$ cat src/hdl/asat_pkg.sv
package asat_pkg;

    // Sample format and seed table size
    localparam int SAMPLE_BITS      = 24;
    localparam int RSQRT_TABLE_BITS = 8;
    localparam int FRAC             = SAMPLE_BITS - 1;
    localparam int TDATA_W          = ((SAMPLE_BITS + 7) / 8) * 8;

    // Configuration register widths
    localparam int GAIN_W     = 17;
    localparam int BIAS_W     = 16;
    localparam int MIX_W      = 17;
    localparam int LEVEL_W    = 16;
    localparam int CFG_DATA_W = 17;
    localparam int CFG_IDX_W  = 3;

    localparam int BIAS_LIM = 16384;
    localparam int MIX_FULL = 65536;

    // Datapath widths
    localparam int S_W    = SAMPLE_BITS + 1;    // x + bias
    localparam int GP_W   = S_W + GAIN_W + 1;   // (x + bias) * gain
    localparam int U_W    = GP_W - 8;           // driven sample u
    localparam int A_W    = SAMPLE_BITS + 10;   // |u|
    localparam int Y_W    = SAMPLE_BITS + 1;    // shaped value, +-unity
    localparam int A20_W  = 31;                 // |u| in Q.20
    localparam int W_W    = 63;                 // u^2 + 1 in Q.40
    localparam int K_W    = 4;                  // half exponent of w
    localparam int M_W    = 32;                 // mantissa in Q2.30
    localparam int R_W    = 32;                 // reciprocal root in Q.30
    localparam int T_W    = 34;                 // Newton scratch
    localparam int SEED_W = 17;
    localparam int SEED_N = 1 << RSQRT_TABLE_BITS;
    localparam int NEWTON_N = 2;

    localparam longint UNITY     = longint'(1) << FRAC;
    localparam longint THREE_Q30 = longint'(3) << 30;

    typedef enum logic [CFG_IDX_W-1:0] {
        REG_MODE      = 3'd0,
        REG_GAIN      = 3'd1,
        REG_BIAS      = 3'd2,
        REG_MIX       = 3'd3,
        REG_OUT_LEVEL = 3'd4
    } asat_reg_t;

    typedef enum logic {
        MODE_TAPE = 1'b0,
        MODE_HARD = 1'b1
    } asat_mode_t;

    typedef struct packed {
        asat_mode_t                 mode;
        logic [GAIN_W-1:0]          gain;
        logic signed [BIAS_W-1:0]   bias;
        logic [MIX_W-1:0]           mix;
        logic [LEVEL_W-1:0]         out_level;
    } asat_cfg_t;

    // Fields that ride along with a sample through the shaper
    typedef struct packed {
        logic signed [SAMPLE_BITS-1:0] x;
        logic                          last;
        logic                          neg;
        logic signed [Y_W-1:0]         y_hard;
    } asat_side_t;

    typedef struct packed {
        asat_side_t        side;
        logic [A_W-1:0]    mag;
    } asat_front_t;

    typedef struct packed {
        asat_side_t        side;
        logic [A_W-1:0]    mag;     // |u| >> k
        logic [R_W-1:0]    rsq;     // 1/sqrt(mantissa) in Q.30
    } asat_root_t;

    // Seed table: largest r in Q.16 with r*r*c <= 2^48, c the bin midpoint
    typedef logic [SEED_W-1:0] seed_tab_t [SEED_N];

    function automatic seed_tab_t build_seeds();
        seed_tab_t   tab;
        logic [63:0] c;
        logic [63:0] cand;
        logic [63:0] r;
        for (int i = 0; i < SEED_N; i++) begin
            c = 64'(2 * i + 1) << (17 - RSQRT_TABLE_BITS);
            r = '0;
            for (int b = 16; b >= 0; b--) begin
                cand = r | (64'd1 << b);
                if (cand <= 64'd65536 && cand * cand * c <= (64'd1 << 48)) begin
                    r = cand;
                end
            end
            tab[i] = r[SEED_W-1:0];
        end
        return tab;
    endfunction

    localparam seed_tab_t RSQRT_SEED = build_seeds();

endpackage

$ cat src/hdl/asat_front.sv
module asat_front
    import asat_pkg::*;
(
    input  logic                          aclk,
    input  logic                          aresetn,
    input  asat_cfg_t                     cfg,
    input  logic                          in_valid,
    output logic                          in_ready,
    input  logic signed [SAMPLE_BITS-1:0] in_sample,
    input  logic                          in_last,
    output logic                          out_valid,
    input  logic                          out_ready,
    output asat_front_t                   out_item
);

    localparam int NSTG = 4;

    logic [NSTG-1:0] vld_reg;
    logic [NSTG:0]   rdy;
    logic [NSTG-1:0] vld_in;

    logic signed [SAMPLE_BITS-1:0] x_reg [NSTG-1];
    logic                          last_reg [NSTG-1];
    logic signed [S_W-1:0]         s0_reg;
    logic signed [GP_W-1:0]        gp1_reg;
    logic signed [U_W-1:0]         u2_reg;
    asat_front_t                   item3_reg;

    logic signed [BIAS_W-1:0] bias_sat;
    logic signed [S_W-1:0]    s_next;
    logic signed [GP_W-1:0]   gp_next;
    logic signed [U_W-1:0]    u_next;
    asat_front_t              item_next;

    always_comb begin
        rdy[NSTG] = out_ready;
        for (int i = NSTG - 1; i >= 0; i--) begin
            rdy[i] = ~vld_reg[i] | rdy[i+1];
        end
    end

    assign vld_in    = {vld_reg[NSTG-2:0], in_valid};
    assign in_ready  = rdy[0];
    assign out_valid = vld_reg[NSTG-1];
    assign out_item  = item3_reg;

    always_comb begin
        // saturate bias to +-1.0 in Q2.14
        if (cfg.bias > $signed(BIAS_W'(BIAS_LIM))) begin
            bias_sat = BIAS_W'(BIAS_LIM);
        end else if (cfg.bias < -$signed(BIAS_W'(BIAS_LIM))) begin
            bias_sat = -$signed(BIAS_W'(BIAS_LIM));
        end else begin
            bias_sat = cfg.bias;
        end
        s_next  = S_W'(in_sample) + (S_W'(bias_sat) <<< (FRAC - 14));
        gp_next = GP_W'(s0_reg) * GP_W'($signed({1'b0, cfg.gain}));
        u_next  = U_W'((gp1_reg + GP_W'(128)) >>> 8);

        item_next.side.x    = x_reg[NSTG-2];
        item_next.side.last = last_reg[NSTG-2];
        item_next.side.neg  = u2_reg[U_W-1];
        item_next.mag       = u2_reg[U_W-1] ? A_W'(-u2_reg) : A_W'(u2_reg);
        if (u2_reg > $signed(U_W'(UNITY))) begin
            item_next.side.y_hard = Y_W'(UNITY);
        end else if (u2_reg < -$signed(U_W'(UNITY))) begin
            item_next.side.y_hard = -$signed(Y_W'(UNITY));
        end else begin
            item_next.side.y_hard = Y_W'(u2_reg);
        end
    end

    always_ff @(posedge aclk) begin
        if (!aresetn) begin
            vld_reg <= '0;
        end else begin
            for (int i = 0; i < NSTG; i++) begin
                if (rdy[i]) begin
                    vld_reg[i] <= vld_in[i];
                end
            end
        end
    end

    always_ff @(posedge aclk) begin
        if (rdy[0]) begin
            s0_reg      <= s_next;
            x_reg[0]    <= in_sample;
            last_reg[0] <= in_last;
        end
        if (rdy[1]) begin
            gp1_reg     <= gp_next;
            x_reg[1]    <= x_reg[0];
            last_reg[1] <= last_reg[0];
        end
        if (rdy[2]) begin
            u2_reg      <= u_next;
            x_reg[2]    <= x_reg[1];
            last_reg[2] <= last_reg[1];
        end
        if (rdy[3]) begin
            item3_reg   <= item_next;
        end
    end

endmodule

$ cat config.mk
export PLATFORM = sky130hd
export DESIGN_NAME = asat_front
export DESIGN_NICKNAME = d
export VERILOG_FILES = /design/src/hdl/asat_pkg.sv /design/src/hdl/asat_front.sv
export SDC_FILE = /design/constraint.sdc
export NUM_CORES = 1
export LEC_CHECK = 0
export ABC_AREA = 1
export BUFFER_PORTS_ARGS = -buffer_cell sky130_fd_sc_hd__buf_4
export CAP_MARGIN = 5
export CORE_MARGIN = 10
export CORE_UTILIZATION = 30
export CTS_CLUSTER_DIAMETER = 150
export DETAILED_ROUTE_END_ITERATION = 7
export GPL_TIMING_DRIVEN = 1
export HOLD_SLACK_MARGIN = 0.06
export SLEW_MARGIN = 20
export SYNTH_ARGS = -nofsm -noshare
export SYNTH_HDL_FRONTEND = slang
export SYNTH_SLANG_ARGS = --single-unit
$ cat constraint.sdc
create_clock -name aclk -period 7.5 [get_ports aclk]
set_input_delay 0.75 -clock aclk [delete_from_list [all_inputs] [get_ports aclk]]
set_output_delay 0.75 -clock aclk [all_outputs]
set_load 0.01 [all_outputs]
==> out/metrics.cfg, run 1 <==
[grt]
grt_use_total = 0.134
grt_pass1_vias = 20600
grt_max_degree = 66
antenna_found_initial = 8
grt_overflow = 0
grt_pass1_wl_um = 111000

[logic_synthesis]
ys_warn_count = 0
avgSynthCellArea_um2 = 8.90
synth_commonest_cells = 848 x inv_1, 709 x nand2_1, 415 x fa_1
synth_area_leaders = fa_1 31%, edfxtp_1 28%, inv_1 12%
yosysUniqueCellTypes = 44
synthSimpleGateAreaFrac = 0.160
synth_ff_type = edfxtp_1
synth_most_common_cell = inv_1
synth_area_leader_cell = fa_1
synth_seq_cells = 251
muxShareOfSynthArea = 0
synth_edf_count = 247
synth_compound_area_frac = 0.0289
syn-cell-area_um2 = 26900
synth_top_area_frac = 0.309
synth-seq-area-share = 0.278
synthXorXnorAreaFrac = 0.0351
synth_adder_area_share = 0.363
synth_top_family_by_area = adder cells
synthArstFlopShare = 0
syn-num-nets = 3656
postSynthCellCount = 3027

[detailed_routing]
vias = 19000
dr.pass1.iters = 5
drc = 0
wl_per_cell_um = 15.7
ant_nets = 0
vias_per_cell = 4.42
routed_wl_um = 67300
drt-initial-drc-count = 1104

[sta]
slew_headroom = 0.323
post-route-worst-setup-slack_ns = 0.963
timing.fmax_mhz = 153
hold_viol = 0
tightestPinTransition_ns = 1.02
skew_ns = 0.00948
setup_violations = 0
min_period_ns = 6.54
rsz0062_at_grt = false
slew_viol_final = 0
setup_tns_ns = 0
period_share = 0.872

[worst_setup_path]
slowest_delay_ns = 0.95
cp_max_fo = 17
cp.arrival_ns = 6.83
cp_cell_sequence = nand2_1, fa_1, inv_1, fa_1, fa_1, fa_1, fa_1, inv_1, fa_1, inv_1, ha_1, a21oi_1, nor2_1, nor2_1, a21boi_0, nor2_1, nor2_1, nand2_1, nand2_1, nand2_1
slowest_stage = edfxtp_1
endpoint_kind = flip-flop
critical_path_required_ns = 7.79
critPathBufInv = 3
path_delay_family = adder cells
crit_type = flip-flop to flip-flop
crit_path_start_kind = flip-flop
path_common_cell = fa_1
r2r_slack_ns = 0.96

[placed_design]
hpwlAfterDp_um = 53300
gp_congestion = 0.903
pre_cts_ws_ns = 0.757
portBuffers = 148

[clock_tree]
cts-resized-gates = 0
cts_setup_buffers = 0
cts_htree_levels = 1
numCtsBuffers = 26
cts_tree = built
cts.path.max_buffers = 3
root_buffer = clkbuf_16
cts_sinks = 251
cts.reportedPaths.clkPinSlew_ns = 0.06
worstSkewPairLatency_ns = 0.55
cts_hold_buffers = 0

[outcome]
status = finished clean

[die]
rows = 109
pin_count = 183
die_y_um = 320
start_util = 0.303
die_x_um = 320
core-area_um2 = 88800
fp.dieArea_um2 = 102000

[final_layout]
drive_gt1_frac = 0.0838
largest_reg_flops = 85
final_nets = 3734
syn_to_final_growth_pct = 11.6
fillers = 9246

[hold_path]
hold_class = input pin to flip-flop

[flow_run]
drv_cap = 0

-- final timing paths --
kind,depth (start not counted),start,endpoint
worst min register to register,0,x_reg[2][15],out_item[76]
worst max-delay path,20,s0_reg[11],gp1_reg[36]
worst max register to register,20,s0_reg[11],gp1_reg[36]
worst min-delay path,1,in_sample[8],s0_reg[8]
-- placed cells by master, fill, tap and decap left out, types with 2 or more instances in the layout --
cell	instances
a21boi_0	3
o211ai_1	2
ha_1	118
o21a_1	2
nand2_4	2
clkbuf_1	2
nand3_2	2
nor3_1	26
edfxtp_1	247
xnor2_1	22
nor2_4	7
nand4_1	26
clkinv_2	8
nor3_2	2
dfxtp_1	4
bufinv_16	4
o21bai_1	7
buf_4	157
nor2_1	159
fa_1	415
o21ai_1	2
nor2_2	31
and3_1	3
nor4_1	10
nand3b_1	2
a31oi_1	8
clkbuf_16	27
o21ai_0	38
xor2_1	84
a21oi_1	59
nand2_1	708
nand2_2	4
inv_2	7
clkinv_1	3
nand3_1	54
a21o_1	9
o31ai_1	2
inv_1	845
clkinv_4	2
-- routing by layer --
metal,share of wire,wire [um],global-route usage,vias to the layer above
met5,0.0013,89,0,-
met4,0.021,1390,0.0313,14
met3,0.061,4100,0.0212,98
met2,0.49,33300,0.240,487
met1,0.42,28500,0.167,9355
li1,-,-,-,9023
-- metrics by stage --
step                cell area (um2)  utilization  std cells  hold slack [ns]
global placement              29100        0.328       4242            0.401
detailed placement            29100        0.328       4242            0.405
global route                  30100        0.338       4291            0.345
finish                        30100        0.338       4291            0.374
floorplan                     26900            -       3027            0.400
CTS                           30000        0.338       4290            0.340
-- kinds of logic (layout without fill, tap and decap cells) --
kind of cell	Yosys count	count (layout)
buffers and inverters	960	1058
DFF	251	251
adders and majority gates	533	533
other	0	1
AOI/OAI and AO/OA	137	137
xor gates and xnor gates	107	107
and+or+nand+nor	1039	1039
-- layout make-up --
cell class,count,area (um2),share of cell area
Antenna cell,1,2.50,0.0000833
Multi-Input combinational cell,1816,15800,0.526
Clock buffer,29,683,0.0227
Inverter,853,3200,0.107
Tap cell,1165,1460,0.0485
Timing Repair Buffer,157,1180,0.0392
Clock inverter,19,216,0.00720
Sequential cell,251,7500,0.249
-- worst register-to-register path, stage by stage, from the launching register on --
cell and delay (ns):
edfxtp_1 0.95, nand2_1 0.19, fa_1 0.56, inv_1 0.05
fa_1 0.46, fa_1 0.52, fa_1 0.52, fa_1 0.55
inv_1 0.06, fa_1 0.52, inv_1 0.04, ha_1 0.39
a21oi_1 0.34, nor2_1 0.07, nor2_1 0.19, a21boi_0 0.47
nor2_1 0.08, nor2_1 0.13, nand2_1 0.07, nand2_1 0.05
nand2_1 0.06
Power of run 1 is not shown: default switching activity piles up to over one toggle a cycle in this logic, so the estimate is an artifact.
==> inputs of run 2 (changes only) <==
--- a/config.mk
+++ b/config.mk
@@ -15,4 +15,6 @@
 export GPL_TIMING_DRIVEN = 1
 export HOLD_SLACK_MARGIN = 0.06
+export RECOVER_POWER = 100
+export REMOVE_ABC_BUFFERS = 1
 export SLEW_MARGIN = 20
 export SYNTH_ARGS = -nofsm -noshare
==> constraint.sdc (replaced) <==
create_clock -name aclk -period 7.5 [get_ports aclk]
set_input_delay 0.375 -clock aclk [delete_from_list [all_inputs] [get_ports aclk]]
set_output_delay 0.375 -clock aclk [all_outputs]
set_load 0.01 [all_outputs]
==> run 2 against run 1 <==
  * The flow now finishes with violations (capacitance limit, slew limit)
  * Die area did not move
  * Routed wire length down 1.8%
  * Hold slack got worse by 0.052 ns
==> out/metrics.cfg, run 2 (synthesis gave the netlist of run 1 again) <==
[detailed_routing]
vias = 19000  ; about the same
drt-initial-drc-count = 1204  ; was 1,104
ant_nets = 0  ; unchanged
wl_per_cell_um = 15.3  ; was 15.7 um
dr.pass1.iters = 7  ; was 5
vias_per_cell = 4.41  ; was 4.42
drc = 0  ; unchanged
routed_wl_um = 66100  ; was 67,300 um

[final_layout]
final_nets = 3761  ; was 3,734
antennaDiodeCount = 0  ; was 1
layout.cells.most_common = inv_1  ; unchanged
multi_input_area_um2 = 15700  ; was 15,800 um2
final_cell_mix = 847 x inv_1, 710 x nand2_1, 415 x fa_1  ; was 845 x inv_1, 708 x nand2_1, 415 x fa_1
final_util = 0.335  ; was 0.338
largest_reg_flops = 85  ; unchanged
syn_to_final_growth_pct = 10.5  ; was 11.6%
drive_gt1_frac = 0.0397  ; was 0.0838
fillers = 9226  ; was 9,246
seq_area_um2 = 7500  ; unchanged

[grt]
antenna_found_initial = 0  ; was 8
grt_max_degree = 70  ; was 66
grt_pass1_vias = 20300  ; was 20,600
grt_use_total = 0.130  ; was 0.134
grt_pass1_wl_um = 108000  ; was 111,000 um
grt_overflow = 0  ; unchanged

[worst_setup_path]
endpoint_kind = flip-flop  ; unchanged
crit_type = flip-flop to flip-flop  ; unchanged
cp-startpoint = s0_reg[10]  ; was s0_reg[11]
crit_path_start_kind = flip-flop  ; unchanged
critical_path_required_ns = 7.79  ; about the same
reg2reg_from = s0_reg[10]  ; was s0_reg[11]
rr_worst_depth = 20  ; unchanged
r2r_end = gp1_reg[36]  ; unchanged
cp_max_fo = 17  ; unchanged
cp.arrival_ns = 6.76  ; was 6.83 ns
r2r_slack_ns = 1.03  ; was 0.96 ns

[die]
pin_count = 183  ; unchanged
die_y_um = 320  ; unchanged
die_x_um = 320  ; unchanged
core-area_um2 = 88800  ; unchanged
start_util = 0.303  ; unchanged
fp.dieArea_um2 = 102000  ; unchanged
rows = 109  ; unchanged

[clock_tree]
cts_setup_buffers = 0  ; unchanged
cts_htree_levels = 1  ; unchanged
cts_hold_buffers = 27  ; was 0
cts_sinks = 251  ; unchanged
root_buffer = clkbuf_16  ; unchanged
cts-resized-gates = 0  ; unchanged
cts.reportedPaths.clkPinSlew_ns = 0.06  ; about the same
cts_tree = built  ; unchanged
cts.path.max_buffers = 3  ; unchanged
numCtsBuffers = 26  ; unchanged
worstSkewPairLatency_ns = 0.55  ; about the same

[sta]
tightestPinTransition_ns = 3.59  ; was 1.02 ns
rsz0062_at_grt = false  ; unchanged
slew_viol_final = 238  ; was 0
min_period_ns = 6.47  ; was 6.54 ns
setup_tns_ns = 0  ; unchanged
period_share = 0.863  ; was 0.872
timing.fmax_mhz = 154  ; was 153 MHz
hold_viol = 0  ; unchanged
skew_ns = 0.00849  ; was 0.00948 ns
slew_headroom = -1.39  ; was 0.323
setup_violations = 0  ; unchanged

[hold_path]
min_from = cfg[48]  ; was in_sample[8]
hold_class = input pin to flip-flop  ; unchanged
whs_path_depth = 3  ; was 1
hold_end = s0_reg[24]  ; was s0_reg[8]

[outcome]
status = finished, violations left  ; was finished clean
violations = capacitance limit, slew limit

[flow_run]
drv_cap = 4  ; was 0

[placed_design]
gp_congestion = 0.895  ; was 0.903
hpwlAfterDp_um = 54300  ; was 53,300 um
portBuffers = 148  ; unchanged

run 2: metal layers:
metal / global-route usage / vias to the layer above / part of all wire / routed length, um
li1: - / 9086 / - / -
met1: 0.173 / 9440 / 0.45 / 29700
met2: 0.227 / 427 / 0.49 / 32100
met3: 0.0162 / 61 / 0.051 / 3370
met4: 0.0225 / 0 / 0.014 / 941
met5: 0 / - / 0 / 0
run 2: final cells by class:
type	count	area share
clock buffer	30	0.0224
clock inverter	16	0.00547
inverter	853	0.108
multi-input combinational	1816	0.529
sequential	251	0.252
tap	1165	0.0490
timing repair buffer	184	0.0346
run 2: per-stage QoR:
step	setup WS [ns]	instance area (um2)	hold WS (ns)	std cells
global route	0.640	29700	0.335	4315
floorplan	1.84	26500	0.400	2920
finish	1.03	29700	0.322	4315
detailed placement	1.06	29100	0.405	4242
global placement	1.15	29100	0.400	4242
CTS	1.03	30200	0.326	4315
run 2: worst max path at each step:
stage                   to  cells after the start  slack (ns)
6_report       gp1_reg[36]                     20        1.03
5_1_grt        gp1_reg[36]                     20        0.64
4_1_cts        gp1_reg[36]                     20        1.03
3_5_place_dp   gp1_reg[36]                     20        1.06
3_3_place_gp   gp1_reg[41]                     19        1.15
2_1_floorplan  gp1_reg[42]                     18        1.84
run 2: worst max-delay path: stages (launching register included):
cell and delay, ns:
edfxtp_1 1.06, nand2_1 0.20, fa_1 0.58, inv_1 0.05, fa_1 0.49, fa_1 0.49, fa_1 0.51, fa_1 0.55
inv_1 0.06, fa_1 0.53, inv_1 0.04, ha_1 0.36, a21oi_1 0.33, nor2_1 0.07, nor2_1 0.13, a21boi_0 0.34
nor2_1 0.08, nor2_1 0.15, nand2_1 0.07, nand2_1 0.06, nand2_1 0.07
Power of run 2 is left out for the same reason.
